<file path="config.mk">
export PLATFORM = sky130hd
export DESIGN_NAME = gait_phase_scheduler
export DESIGN_NICKNAME = d
export VERILOG_FILES = /design/src/rtl/gps_pkg.sv /design/src/rtl/gps_frac_mul.sv /design/src/rtl/gps_frac_div.sv /design/src/rtl/gait_phase_scheduler.sv
export SDC_FILE = /design/constraint.sdc
export NUM_CORES = 1
export LEC_CHECK = 0
export BUFFER_PORTS_ARGS = -buffer_cell sky130_fd_sc_hd__buf_2
export CAP_MARGIN = 30
export CORE_UTILIZATION = 58
export CTS_BUF_LIST = sky130_fd_sc_hd__clkbuf_8 sky130_fd_sc_hd__clkbuf_16
export CTS_CLUSTER_DIAMETER = 200
export CTS_CLUSTER_SIZE = 8
export DETAILED_ROUTE_END_ITERATION = 8
export PLACE_DENSITY = 0.8
export SETUP_SLACK_MARGIN = 0.05
export SYNTH_ARGS = -nofsm -noshare
export SYNTH_HDL_FRONTEND = slang
export SYNTH_SLANG_ARGS = --single-unit
</file>
<file path="constraint.sdc">
create_clock -name clock -period 19.5 [get_ports clock]
set_input_delay 0 -clock clock [delete_from_list [all_inputs] [get_ports clock]]
set_output_delay 0 -clock clock [all_outputs]
set_load 0.1 [all_outputs]
</file>
<file path="src/rtl/gps_pkg.sv">
// ----------------------------------------------------------------------------
// gps_pkg
// Shared widths, reset values, register indexes and types of the gait phase
// scheduler.
// ----------------------------------------------------------------------------
`default_nettype none

package gps_pkg;

   // field widths
   localparam int TIME_W   = 20;               // microsecond times
   localparam int Q_BITS   = 16;               // Q0.16 fraction bits
   localparam int PROG_W   = Q_BITS + 1;       // progress, holds 1.0
   localparam int TICK_W   = 8;
   localparam int PACK_W   = 64;               // packed per-leg fractions
   localparam int CSR_W    = PACK_W;
   localparam int CSR_IDX_W = 3;
   localparam int LEG_SLOTS = 4;
   localparam int LEG_W    = $clog2(LEG_SLOTS);
   localparam int CNT_W    = $clog2(Q_BITS);

   localparam int NUM_LEGS_DEFAULT = 4;

   // register reset values
   localparam logic [TICK_W-1:0] TICK_DIVIDE_RST  = 8'd9;
   localparam logic [TIME_W-1:0] STEP_TIME_RST    = 20'd23000;
   localparam logic [TIME_W-1:0] CYCLE_PERIOD_RST = 20'd600000;
   localparam logic [PACK_W-1:0] LEG_OFFSETS_RST  = 64'h0000_8000_8000_0000;
   localparam logic [PACK_W-1:0] LEG_RATIOS_RST   = 64'h8000_8000_8000_8000;

   localparam logic [PROG_W-1:0] PROG_ONE = PROG_W'(1) << Q_BITS;
   localparam logic [CNT_W-1:0]  CNT_LAST = CNT_W'(Q_BITS - 1);

   // register indexes
   localparam logic [CSR_IDX_W-1:0] CSR_TICK_DIVIDE  = 3'd0;
   localparam logic [CSR_IDX_W-1:0] CSR_STEP_TIME    = 3'd1;
   localparam logic [CSR_IDX_W-1:0] CSR_CYCLE_PERIOD = 3'd2;
   localparam logic [CSR_IDX_W-1:0] CSR_LEG_OFFSETS  = 3'd3;
   localparam logic [CSR_IDX_W-1:0] CSR_LEG_RATIOS   = 3'd4;

   typedef enum logic [2:0] {
      ST_IDLE,
      ST_LOAD,
      ST_MUL,
      ST_LOCAL,
      ST_DECIDE,
      ST_DIV,
      ST_STORE,
      ST_DONE
   } state_type;

   // control of one bit-serial unit
   typedef struct packed {
      logic load;
      logic shift;
   } serial_ctl_type;

endpackage

`default_nettype wire

</file>
<file path="src/rtl/gps_frac_mul.sv">
// ----------------------------------------------------------------------------
// gps_frac_mul
// Bit-serial fraction multiplier: period * frac / 2^16, one fraction bit per
// cycle while shift is high, LSB first.
// ----------------------------------------------------------------------------
`default_nettype none

module gps_frac_mul (
   input  wire logic                       clock,
   input  wire gps_pkg::serial_ctl_type    ctl,
   input  wire logic [gps_pkg::TIME_W-1:0] period,
   input  wire logic [gps_pkg::Q_BITS-1:0] frac,
   output logic      [gps_pkg::TIME_W-1:0] product
);
   import gps_pkg::*;

   logic [TIME_W-1:0] acc_ff;
   logic [Q_BITS-1:0] frac_ff;
   logic [TIME_W:0]   sum;

   // acc stays below period, so the sum fits one extra bit
   assign sum = {1'b0, acc_ff} + (frac_ff[0] ? {1'b0, period} : '0);

   always_ff @(posedge clock) begin
      if (ctl.load) begin
         acc_ff  <= '0;
         frac_ff <= frac;
      end else if (ctl.shift) begin
         acc_ff  <= sum[TIME_W:1];
         frac_ff <= frac_ff >> 1;
      end
   end

   assign product = acc_ff;

endmodule

`default_nettype wire

</file>
<file path="src/rtl/gps_frac_div.sv">
// ----------------------------------------------------------------------------
// gps_frac_div
// Bit-serial restoring divider: (dividend << 16) / divisor for
// dividend < divisor, one quotient bit per cycle while shift is high.
// ----------------------------------------------------------------------------
`default_nettype none

module gps_frac_div (
   input  wire logic                       clock,
   input  wire gps_pkg::serial_ctl_type    ctl,
   input  wire logic [gps_pkg::TIME_W-1:0] dividend,
   input  wire logic [gps_pkg::TIME_W-1:0] divisor,
   output logic      [gps_pkg::Q_BITS-1:0] quotient
);
   import gps_pkg::*;

   logic [TIME_W-1:0] rem_ff;
   logic [Q_BITS-1:0] quo_ff;
   logic [TIME_W:0]   rem2;
   logic [TIME_W:0]   diff;
   logic              fits;

   assign rem2 = {rem_ff, 1'b0};
   assign diff = rem2 - {1'b0, divisor};
   assign fits = rem2 >= {1'b0, divisor};

   always_ff @(posedge clock) begin
      if (ctl.load) begin
         rem_ff <= dividend;
         quo_ff <= '0;
      end else if (ctl.shift) begin
         // remainder stays below divisor either way
         rem_ff <= fits ? diff[TIME_W-1:0] : rem2[TIME_W-1:0];
         quo_ff <= {quo_ff[Q_BITS-2:0], fits};
      end
   end

   assign quotient = quo_ff;

endmodule

`default_nettype wire

</file>
<file path="src/rtl/gait_phase_scheduler.sv">
// ----------------------------------------------------------------------------
// gait_phase_scheduler
// Periodic offset gait scheduler: prescaled gait clock and per-leg stance and
// swing progress in Q0.16, one result beat per control tick.
// ----------------------------------------------------------------------------
// Each req beat is one control tick and yields exactly one rsp beat. A tick
// that does not fall on a gait update is accepted, then its result is handed
// to the output register. A gait update tick handles the legs in turn with
// one 16-step bit-serial multiplier pair (offset and stance time) and one
// 16-step bit-serial divider (progress), plus the setup states LOAD, LOCAL,
// DECIDE and STORE for each leg, before the hand-over. One tick
// is worked on at a time; req_stall is high from acceptance until the result
// has moved into the output register, which then holds it while rsp_stall is
// high. Configuration writes take effect at once and must only be issued
// while the block is idle. No clearing pass follows reset.
// ----------------------------------------------------------------------------
`default_nettype none

module gait_phase_scheduler #(
   parameter int NUM_LEGS = gps_pkg::NUM_LEGS_DEFAULT
) (
   input  wire logic                          clock,
   input  wire logic                          reset,
   // configuration port
   input  wire logic                          csr_write,
   input  wire logic [gps_pkg::CSR_IDX_W-1:0] csr_index,
   input  wire logic [gps_pkg::CSR_W-1:0]     csr_wdata,
   // tick channel
   input  wire logic                          req_valid,
   output logic                               req_stall,
   input  wire logic                          req_restart,
   // result channel
   output logic                               rsp_valid,
   input  wire logic                          rsp_stall,
   output logic                               rsp_updated,
   output logic      [gps_pkg::TIME_W-1:0]    rsp_gait_time,
   output logic      [gps_pkg::LEG_SLOTS-1:0] rsp_stance_mask,
   output logic      [gps_pkg::PROG_W-1:0]    rsp_stance_prog_0,
   output logic      [gps_pkg::PROG_W-1:0]    rsp_stance_prog_1,
   output logic      [gps_pkg::PROG_W-1:0]    rsp_stance_prog_2,
   output logic      [gps_pkg::PROG_W-1:0]    rsp_stance_prog_3,
   output logic      [gps_pkg::PROG_W-1:0]    rsp_swing_prog_0,
   output logic      [gps_pkg::PROG_W-1:0]    rsp_swing_prog_1,
   output logic      [gps_pkg::PROG_W-1:0]    rsp_swing_prog_2,
   output logic      [gps_pkg::PROG_W-1:0]    rsp_swing_prog_3
);
   import gps_pkg::*;

   // ---------------------------------------------------------------- registers
   logic [TICK_W-1:0] tick_divide_ff;
   logic [TIME_W-1:0] step_time_ff;
   logic [TIME_W-1:0] cycle_period_ff;
   logic [PACK_W-1:0] leg_offsets_ff;
   logic [PACK_W-1:0] leg_ratios_ff;

   always_ff @(posedge clock) begin
      if (reset) begin
         tick_divide_ff  <= TICK_DIVIDE_RST;
         step_time_ff    <= STEP_TIME_RST;
         cycle_period_ff <= CYCLE_PERIOD_RST;
         leg_offsets_ff  <= LEG_OFFSETS_RST;
         leg_ratios_ff   <= LEG_RATIOS_RST;
      end else if (csr_write) begin
         case (csr_index)
            CSR_TICK_DIVIDE:  tick_divide_ff  <= csr_wdata[TICK_W-1:0];
            CSR_STEP_TIME:    step_time_ff    <= csr_wdata[TIME_W-1:0];
            CSR_CYCLE_PERIOD: cycle_period_ff <= csr_wdata[TIME_W-1:0];
            CSR_LEG_OFFSETS:  leg_offsets_ff  <= csr_wdata[PACK_W-1:0];
            CSR_LEG_RATIOS:   leg_ratios_ff   <= csr_wdata[PACK_W-1:0];
            default: begin
               // unmapped index: drop the write
            end
         endcase
      end
   end

   // ---------------------------------------------------------------- state
   state_type         state_ff, state_in;
   logic [TICK_W-1:0] tick_count_ff;
   logic [TIME_W-1:0] gait_clock_ff;
   logic [LEG_SLOTS-1:0] stance_bits_ff;
   logic [PROG_W-1:0] stance_prog_ff [LEG_SLOTS];
   logic [PROG_W-1:0] swing_prog_ff  [LEG_SLOTS];
   logic              updated_ff;
   logic [LEG_W-1:0]  leg_ff;
   logic [CNT_W-1:0]  cnt_ff;
   logic [TIME_W-1:0] local_ff;
   logic              in_stance_ff;
   logic              zero_dur_ff;

   // output register
   logic                 rsp_valid_ff;
   logic                 rsp_updated_ff;
   logic [TIME_W-1:0]    rsp_gait_time_ff;
   logic [LEG_SLOTS-1:0] rsp_stance_mask_ff;
   logic [PROG_W-1:0]    rsp_stance_prog_ff [LEG_SLOTS];
   logic [PROG_W-1:0]    rsp_swing_prog_ff  [LEG_SLOTS];

   // ---------------------------------------------------------------- tick front end
   logic              accept;
   logic [TICK_W-1:0] tick_eff;
   logic [TIME_W-1:0] clock_eff;
   logic [TIME_W:0]   clock_sum;
   logic [TIME_W-1:0] clock_next;
   logic              upd_now;

   assign accept    = req_valid && !req_stall;
   // a restart clears the counters before the tick is looked at
   assign tick_eff  = req_restart ? '0 : tick_count_ff;
   assign clock_eff = req_restart ? '0 : gait_clock_ff;
   assign upd_now   = tick_eff >= tick_divide_ff;
   assign clock_sum = {1'b0, clock_eff} + {1'b0, step_time_ff};
   // reaching the period snaps the clock to zero, nothing is subtracted
   assign clock_next = (clock_sum >= {1'b0, cycle_period_ff}) ? '0
                                                              : clock_sum[TIME_W-1:0];

   // ---------------------------------------------------------------- serial units
   serial_ctl_type    mul_ctl;
   serial_ctl_type    div_ctl;
   logic [Q_BITS-1:0] off_frac;
   logic [Q_BITS-1:0] ratio_frac;
   logic [TIME_W-1:0] t_off;
   logic [TIME_W-1:0] t_st;
   logic [TIME_W-1:0] div_dividend;
   logic [TIME_W-1:0] div_divisor;
   logic [Q_BITS-1:0] div_quotient;
   logic              in_stance;

   assign off_frac   = leg_offsets_ff[leg_ff*Q_BITS +: Q_BITS];
   assign ratio_frac = leg_ratios_ff[leg_ff*Q_BITS +: Q_BITS];

   gps_frac_mul u_mul_off (
      .clock   (clock),
      .ctl     (mul_ctl),
      .period  (cycle_period_ff),
      .frac    (off_frac),
      .product (t_off)
   );

   gps_frac_mul u_mul_st (
      .clock   (clock),
      .ctl     (mul_ctl),
      .period  (cycle_period_ff),
      .frac    (ratio_frac),
      .product (t_st)
   );

   // stance: elapsed is local time over stance time; swing: time past the
   // stance phase over the rest of the period. Elapsed stays below duration.
   assign in_stance    = local_ff < t_st;
   assign div_dividend = in_stance ? local_ff : local_ff - t_st;
   assign div_divisor  = in_stance ? t_st : cycle_period_ff - t_st;

   gps_frac_div u_div (
      .clock    (clock),
      .ctl      (div_ctl),
      .dividend (div_dividend),
      .divisor  (div_divisor),
      .quotient (div_quotient)
   );

   // ---------------------------------------------------------------- sequencer
   logic last_leg;
   logic rsp_capture;

   assign last_leg = leg_ff == LEG_W'(NUM_LEGS - 1);

   always_comb begin
      state_in = state_ff;
      case (state_ff)
         ST_IDLE: begin
            if (accept) begin
               state_in = upd_now ? ST_LOAD : ST_DONE;
            end
         end
         ST_LOAD:   state_in = ST_MUL;
         ST_MUL: begin
            if (cnt_ff == '0) begin
               state_in = ST_LOCAL;
            end
         end
         ST_LOCAL:  state_in = ST_DECIDE;
         ST_DECIDE: state_in = ST_DIV;
         ST_DIV: begin
            if (cnt_ff == '0) begin
               state_in = ST_STORE;
            end
         end
         ST_STORE:  state_in = last_leg ? ST_DONE : ST_LOAD;
         ST_DONE: begin
            if (rsp_capture) begin
               state_in = ST_IDLE;
            end
         end
         default:   state_in = ST_IDLE;
      endcase
   end

   always_comb begin
      mul_ctl.load  = state_ff == ST_LOAD;
      mul_ctl.shift = state_ff == ST_MUL;
      div_ctl.load  = state_ff == ST_DECIDE;
      div_ctl.shift = state_ff == ST_DIV;
      req_stall     = state_ff != ST_IDLE;
      // hand over once the output register is free or being drained
      rsp_capture   = (state_ff == ST_DONE) && (!rsp_valid_ff || !rsp_stall);
   end

   // ---------------------------------------------------------------- datapath
   logic [TIME_W:0] wrapped;

   // clock behind the offset wraps forward by one period
   assign wrapped = {1'b0, gait_clock_ff} + {1'b0, cycle_period_ff} - {1'b0, t_off};

   always_ff @(posedge clock) begin
      if (reset) begin
         state_ff       <= ST_IDLE;
         tick_count_ff  <= '0;
         gait_clock_ff  <= '0;
         stance_bits_ff <= '1;
         for (int k = 0; k < LEG_SLOTS; k++) begin
            stance_prog_ff[k] <= PROG_ONE;
            swing_prog_ff[k]  <= '0;
         end
         updated_ff <= 1'b0;
         leg_ff     <= '0;
         cnt_ff     <= '0;
      end else begin
         state_ff <= state_in;
         case (state_ff)
            ST_IDLE: begin
               if (accept) begin
                  if (req_restart) begin
                     stance_bits_ff <= '1;
                     for (int k = 0; k < LEG_SLOTS; k++) begin
                        stance_prog_ff[k] <= PROG_ONE;
                        swing_prog_ff[k]  <= '0;
                     end
                  end
                  tick_count_ff <= upd_now ? '0 : TICK_W'(tick_eff + 1'b1);
                  gait_clock_ff <= upd_now ? clock_next : clock_eff;
                  updated_ff    <= upd_now;
                  leg_ff        <= '0;
               end
            end
            ST_LOAD: cnt_ff <= CNT_LAST;
            ST_MUL:  cnt_ff <= cnt_ff - 1'b1;
            ST_LOCAL: begin
               local_ff <= (gait_clock_ff < t_off) ? wrapped[TIME_W-1:0]
                                                   : gait_clock_ff - t_off;
            end
            ST_DECIDE: begin
               cnt_ff       <= CNT_LAST;
               in_stance_ff <= in_stance;
               zero_dur_ff  <= div_divisor == '0;
            end
            ST_DIV:  cnt_ff <= cnt_ff - 1'b1;
            ST_STORE: begin
               stance_bits_ff[leg_ff] <= in_stance_ff;
               if (in_stance_ff) begin
                  stance_prog_ff[leg_ff] <= zero_dur_ff ? '0 : {1'b0, div_quotient};
                  swing_prog_ff[leg_ff]  <= '0;
               end else begin
                  stance_prog_ff[leg_ff] <= '0;
                  swing_prog_ff[leg_ff]  <= zero_dur_ff ? '0 : {1'b0, div_quotient};
               end
               leg_ff <= leg_ff + 1'b1;
            end
            default: begin
               // hold
            end
         endcase
      end
   end

   // ---------------------------------------------------------------- output register
   always_ff @(posedge clock) begin
      if (reset) begin
         rsp_valid_ff <= 1'b0;
      end else if (rsp_capture) begin
         rsp_valid_ff <= 1'b1;
      end else if (!rsp_stall) begin
         rsp_valid_ff <= 1'b0;
      end
   end

   always_ff @(posedge clock) begin
      if (rsp_capture) begin
         rsp_updated_ff     <= updated_ff;
         rsp_gait_time_ff   <= gait_clock_ff;
         rsp_stance_mask_ff <= stance_bits_ff;
         for (int k = 0; k < LEG_SLOTS; k++) begin
            rsp_stance_prog_ff[k] <= stance_prog_ff[k];
            rsp_swing_prog_ff[k]  <= swing_prog_ff[k];
         end
      end
   end

   assign rsp_valid         = rsp_valid_ff;
   assign rsp_updated       = rsp_updated_ff;
   assign rsp_gait_time     = rsp_gait_time_ff;
   assign rsp_stance_mask   = rsp_stance_mask_ff;
   assign rsp_stance_prog_0 = rsp_stance_prog_ff[0];
   assign rsp_stance_prog_1 = rsp_stance_prog_ff[1];
   assign rsp_stance_prog_2 = rsp_stance_prog_ff[2];
   assign rsp_stance_prog_3 = rsp_stance_prog_ff[3];
   assign rsp_swing_prog_0  = rsp_swing_prog_ff[0];
   assign rsp_swing_prog_1  = rsp_swing_prog_ff[1];
   assign rsp_swing_prog_2  = rsp_swing_prog_ff[2];
   assign rsp_swing_prog_3  = rsp_swing_prog_ff[3];

   // ---------------------------------------------------------------- assertions
`ifndef ASSERT_OFF
   // an update tick goes straight into the leg sequence
   a_update_starts: assert property (@(posedge clock) disable iff (reset)
      accept && upd_now |=> state_ff == ST_LOAD)
      else $error("update tick did not start the leg sequence");

   // the divider only ever sees a proper fraction, or a zero duration
   a_div_operands: assert property (@(posedge clock) disable iff (reset)
      div_ctl.load |-> (div_dividend < div_divisor || div_divisor == '0))
      else $error("divider loaded with dividend not below divisor");

   // offset time and clock lie inside the cycle when the local time is formed
   a_local_inputs: assert property (@(posedge clock) disable iff (reset)
      state_ff == ST_LOCAL |->
         ((t_off < cycle_period_ff && gait_clock_ff < cycle_period_ff) ||
          cycle_period_ff == '0))
      else $error("offset time or gait clock outside the cycle");

   // the leg counter never walks past the last configured leg
   a_leg_range: assert property (@(posedge clock) disable iff (reset)
      state_ff == ST_STORE && !last_leg |=> leg_ff <= LEG_W'(NUM_LEGS - 1))
      else $error("leg counter beyond configured legs");
`endif

endmodule

`default_nettype wire

</file>
==> reports/metrics.csv, run 1 <==
metric;value;unit
run status;completed;
clk sink count;638;
largest net degree at the start of global routing;102;
drt wl/cell;19.78;um
post-synthesis xor/xnor area fraction;3.021;%
NumNets Final;3802;
worst hold path class;input port to register;
critical path startpoint;u_mul_st.product[1];
hold_sp;csr_wdata[31];
area delta synth->final;15.75;%
fin crit period;6.587;ns
core area;55420;um^2
# port buffers;231;
clock-pin slew on the worst setup and hold paths;0.06;ns
Req. time, crit path;19.81;ns
unrepaired setup endpoints after global routing;no;
Core Rows;86;
Synth area leaders;edfxtp_1 33%, dfxtp_1 17%, ha_1 7.2%;
H-Tree Level Count;3;
initial antenna violation count;2;
kind of critical path;register to register;
Commonest cells post-synth;482 x nand2_1, 359 x edfxtp_1, 299 x a21oi_1, 279 x dfxtp_1, 197 x inv_1;
Post-synth EDFFs;359;
Mapped Cells;3249;
Synth Area in Adders;8.830;%
critical-path cell list;inv_1, ha_1, nor2b_1, o21ai_0, o211ai_1, a31oi_1, o21bai_1, a2111oi_1, nor3_1, o2111a_1, nor3_1, xnor2_1, inv_1, ha_1, nand4b_1, or4_1, a2111oi_0, nor3_1, o31ai_2, buf_4, mux2i_1, o21ai_0;
Slowest-stage cell, CP;a2111oi_1;
Synth cell types;93;
Post-Syn Area;32760;um^2
ratio of cells with drive above 1 in the final layout;13.16;%
vias per inst;5.971;
post-DP HPWL;56910;um
sequential share of the synthesized area;49.96;%
Worst setup SP type;register;
final setup violation count;0;
crit path max fanout;12;
fin crit share;33.78;%
ys flop type;edfxtp_1;
Syn. warnings;0;
drt total wl;85490;um
DRT Pass-1 Iters;6;
worst reg2reg setup slack;12.91;ns
Final Power;5646;uW
Die Ht;239.7;um
die area;57430;um^2
Pleak;0.01552;uW
area of the multi-input gates;15080;um^2
worst vdd ir;0.00009435;V
filler cell count;3933;
I/O pin count;236;
cell with the most instances after synthesis;nand2_1;
Worst-Margin Slew;1.057;ns
Synth top area share;32.91;%
fin. max-slew vios;0;
asr flop ratio synth;0;%
remaining global-route overflow;0;
residual DRC count;0;
setup TNS;0;ns
Worst slew margin;29.51;%
number of global-route vias before repair;24310;
first-pass GRT wire length;131900;um
WHS;0.1322;ns
skew final;0.04066;ns
complex-gate fraction of the synthesized area;14.41;%
Worst EP arrival;6.90;ns
critical path's largest stage delay;0.71;ns
R2R Path Start;u_mul_st.product[1];
largest family of logic cells by synthesized area;simple AND/OR/NAND/NOR gates;
multiplexer area fraction after synthesis;3.384;%
maxcap violations;0;
CTS tree;built;
Achievable Freq;151.8;MHz
register area;16370;um^2
Pwr Density;148.9;nW/um^2
setup bufs post-CTS;0;
die width;239.7;um
CTS root buf;clkbuf_16;
Crit. End Element;register;
syn_area_per_cell;10.08;um^2
Total GRT Usage;29.55;%
DRT iter0 DRCs;2318;
simple-gate share of the synthesized area;16.12;%
area leader, netlist;edfxtp_1;
flops & latches, synth;638;
Num CTS Buffers;89;
routability cong.;0.9467;
clock latency on the worst-skew pair;0.64;ns
Vias;25800;
Max Buffers Root-to-Sink;3;
Initial Utilization;59.11;%
Critical Path Most Common Cell;nor3_1;
Final Hold Vio Count;0;
ANT nets after route;0;
sequential cells by signal (all words and copies together) (netlist names), 16 cells and up:
signal,cells
u_mul_off.frac_ff,16
u_mul_st.frac_ff,16
stance_prog_ff,68
u_mul_off.product,20
rsp_swing_prog_ff,64
cycle_period_ff,20
leg_ratios_ff,64
leg_offsets_ff,64
swing_prog_ff,64
gait_clock_ff,20
u_div.quotient,16
rsp_stance_prog_ff,68
step_time_ff,20
rsp_gait_time,20
u_div.rem_ff,20
local_ff,20
u_mul_st.product,20
cells in the final DEF (no fill, tap or decap), types with 22 or more instances in the layout:
cell type	instances
nand2_1	482
edfxtp_1	359
a21oi_1	298
dfxtp_1	278
inv_1	247
buf_2	230
ha_1	188
nor2_1	153
and3_1	146
o21ai_0	106
clkbuf_16	89
xnor2_1	73
dlygate4sd3_1	72
nand3_1	70
a21o_1	50
nor3_1	50
and2_1	50
xor2_1	40
nor2b_1	36
mux4_2	32
mux2_2	30
buf_4	30
o22ai_1	26
fa_1	26
o21a_1	25
a31oi_1	23
a22oi_1	22
o211ai_1	22
or3_1	22
a211oi_1	22
logic make-up (layout without fill, tap and decap cells):
family	Yosys count	after routing
AO/OA/AOI/OAI	742	742
XOR/XNOR	113	113
adder cells (fa/ha/maj)	216	216
buffers and inverters	363	682
flip-flops	638	638
multiplexers	67	67
other	1	6
AND/OR/NAND/NOR	1109	1109
per-stage QoR:
step	instance area [um^2]	util [%]	cells	setup slack, ns
after floorplan	32770	-	3252	10.28
after detailed placement	34580	62.41	4099	12.93
after global placement	34500	62.26	4094	13.08
after global routing	37920	68.43	4321	12.48
final	37920	68.43	4321	12.91
after CTS	37890	68.37	4318	12.89
power by group:
group | internal (uW) | total, uW | leakage (uW) | switching (uW)
Sequential | 1700 | 1820 | 0.00571 | 129
Clock | 825 | 1410 | 0.00144 | 586
Combinational | 932 | 2410 | 0.00838 | 1480
Total | 3450 | 5650 | 0.0155 | 2190
path summary, 6_finish.rpt:
check,endpoint,depth (start not counted)
worst max-delay path,u_div.rem_ff[6],22
worst min-delay path,leg_offsets_ff[31],4
worst max register to register,u_div.rem_ff[6],22
worst min register to register,rsp_swing_prog_ff[0][14],0
cell type report:
type / instances / area share [%]
diodes: 2 / 0.01320
clock buffers: 90 / 5.910
clock inverters: 57 / 0.8975
inverters: 198 / 1.960
multi-input cells: 2251 / 39.77
flip-flops and latches: 638 / 43.16
well taps: 748 / 2.468
repair buffers: 337 / 5.817
worst max-delay path, delay by kind of cell (launching register included):
kind | cells | cell delay (ns)
muxes | 1 | 0.20
buffers and inverters | 3 | 0.54
and+or+nand+nor | 6 | 1.42
xor gates and xnor gates | 1 | 0.17
DFF | 1 | 0.44
adders and majority gates | 2 | 0.66
AOI/OAI and AO/OA | 9 | 2.84
layer usage:
metal | global-route usage (%) | vias to the layer above | part of all wire, %
met4 | 12.57 | 0 | 3.9
li1 | - | 12200 | -
met3 | 5.371 | 188 | 7.9
met5 | 0 | - | 0
met1 | 38.79 | 12270 | 41
met2 | 48.01 | 1152 | 47
repair_timing:
item                      in CTS  in global routing
hold buffers                  72                  0
hold endpoints to repair     223                  0
resized for setup              0                  0
No activity file was read; power rests on OpenSTA's default activity.
==> inputs of run 2 (changes only) <==
==> constraint.sdc (replaced) <==
create_clock -name clock -period 6.44 [get_ports clock]
set_input_delay 0 -clock clock [delete_from_list [all_inputs] [get_ports clock]]
set_output_delay 0 -clock clock [all_outputs]
set_load 0.1 [all_outputs]
==> run 2 against run 1 <==
Net effect: flip-flop and latch count unchanged; clock skew is 0.0016 ns higher; global-route usage grew 0.56 points; core utilization is 0.19 points higher; clock power rose to 3.0 times the previous value; routed wire length is 1.5% higher; total power rose to 3.1 times the previous value; cell count is 0.25% higher; critical path depth up 2; via count grew 0.81%; worst setup slack worse by 12 ns; sequential power rose to 3.0 times the previous value; critical path type unchanged; largest cell class unchanged.
==> reports/metrics.csv, run 2 (synthesis gave the netlist of run 1 again) <==
metric;value;unit
maxcap violations;0;
critical path depth;24;
clock-pin slew on the worst setup and hold paths;0.07;ns
setup TNS;0;ns
NumNets Final;3813;
vias per inst;6.004;
final core utilization;68.62;%
remaining global-route overflow;0;
residual DRC count;0;
Worst setup SP type;register;
die width;239.7;um
DRT Pass-1 Iters;6;
DRT iter0 DRCs;2428;
core area;55420;um^2
largest net degree at the start of global routing;138;
Num CTS Buffers;89;
H-Tree Level Count;3;
unrepaired setup endpoints after global routing;no;
clock latency on the worst-skew pair;0.65;ns
first-pass GRT wire length;134600;um
Pwr Density;455.9;nW/um^2
Hold Crit Depth;5;
ratio of cells with drive above 1 in the final layout;13.57;%
Max Buffers Root-to-Sink;3;
number of global-route vias before repair;24680;
drt total wl;86750;um
fin crit share;92.63;%
fin crit period;5.966;ns
Achievable Freq;167.6;MHz
skew final;0.04229;ns
r2r endpoint;u_div.rem_ff[6];
Worst-Margin Slew;1.079;ns
Total GRT Usage;30.11;%
drt wl/cell;20.03;um
worst hold path class;input port to register;
worst vdd ir;0.0002858;V
r2r worst-path depth;24;
Initial Utilization;59.11;%
Slowest-stage cell, CP;or4_1;
clk sink count;638;
CP top delay family;simple AND/OR/NAND/NOR gates;
I/O pin count;236;
commonest non-fill, non-tap cell in the layout;nand2_1;
initial antenna violation count;3;
worst reg2reg setup slack;0.47;ns
# port buffers;231;
fin. max-slew vios;0;
crit path max fanout;11;
commonest non-fill, non-tap cells in the layout;482 x nand2_1, 359 x edfxtp_1, 298 x a21oi_1;
final setup violation count;0;
Vias;26010;
Core Rows;86;
biggest regs;rsp_stance_prog_ff (68), stance_prog_ff (68);
Worst slew margin;28.07;%
kind of critical path;register to register;
post-DP HPWL;57470;um
Post-DP Area;34710;um^2
CTS tree;built;
run status;completed;
hold_sp;req_restart;
Final Hold Vio Count;0;
R2R Path Start;local_ff[0];
die area;57430;um^2
Worst EP arrival;6.33;ns
Worst Path Buf+Inv;5;
critical-path cell list;inv_1, ha_1, fa_1, nand2b_1, a21o_1, a211oi_2, o211ai_2, nand2_1, inv_1, or4_1, nor3_1, nor3_1, xnor2_1, inv_1, ha_1, nand4b_1, or4_1, a2111oi_2, nor3_1, o31ai_2, buf_4, buf_4, mux2i_1, o21ai_0;
area delta synth->final;16.08;%
Req. time, crit path;6.80;ns
Crit. End Element;register;
Hold Path End;gait_clock_ff[0];
Die Ht;239.7;um
ANT nets after route;0;
Final Cell Area;38030;um^2
Pleak;0.01557;uW
Final Power;17330;uW
routability cong.;0.9458;
CTS root buf;clkbuf_16;
WHS;0.06437;ns
critical path's largest stage delay;0.52;ns
==> run 2: report_power, final <==
| group | total (uW) | internal, uW | switching, uW |
|---|---|---|---|
| registers | 5510 | 5130 | 375 |
| clock network | 4270 | 2500 | 1770 |
| logic | 7550 | 2940 | 4620 |
==> run 2: how the worst max path moves through the flow <==
stage | slack, ns | from | end
3_5_place_dp | 0.18 | u_mul_st.product[1] | u_div.rem_ff[1]
2_1_floorplan | 0.57 | rsp_valid | rsp_gait_time[0]
3_3_place_gp | 0.30 | u_mul_st.product[1] | u_div.rem_ff[1]
5_1_grt | 0.05 | u_mul_st.product[1] | u_div.rem_ff[1]
4_1_cts | 0.21 | u_mul_st.product[1] | u_div.rem_ff[1]
6_report | 0.47 | local_ff[0] | u_div.rem_ff[6]
==> run 2: worst min-delay path: stages <==
cell and delay [ns]:
buf_2 0.20, nor2_1 0.14, ha_1 0.16, a22oi_1 0.08, nor2_1 0.08
==> run 2: metrics by stage <==
step                worst slack (ns)  std cells
finish                        0.4745       4332
global route                 0.05417       4332
CTS                           0.2110       4326
detailed placement            0.1823       4111
global placement              0.2976       4104
floorplan                     0.5691       3252
==> run 2: per-layer routing <==
metal	track usage (%)	routed length, um	vias up
li1	-	-	12220
met1	39.37	35440	12390
met2	49.86	41170	1209
met3	4.933	6784	198
met4	12.04	3354	0
met5	0	0	-
==> run 2: cell type report <==
type	instances	area (um^2)
Inverter	198	743.2
Antenna cell	3	7.507
Fill cell	3970	17390
Multi-Input combinational cell	2251	15090
Sequential cell	638	16370
Clock inverter	56	344.1
Clock buffer	90	2241
Timing Repair Buffer	348	2293
Tap cell	748	935.9
==> run 2: repair_timing <==
item,in CTS,in global routing
buffers inserted,0,3
hold endpoints to repair,232,0
endpoints found under the setup margin,0,20
hold buffers,69,0
resized for setup,0,4
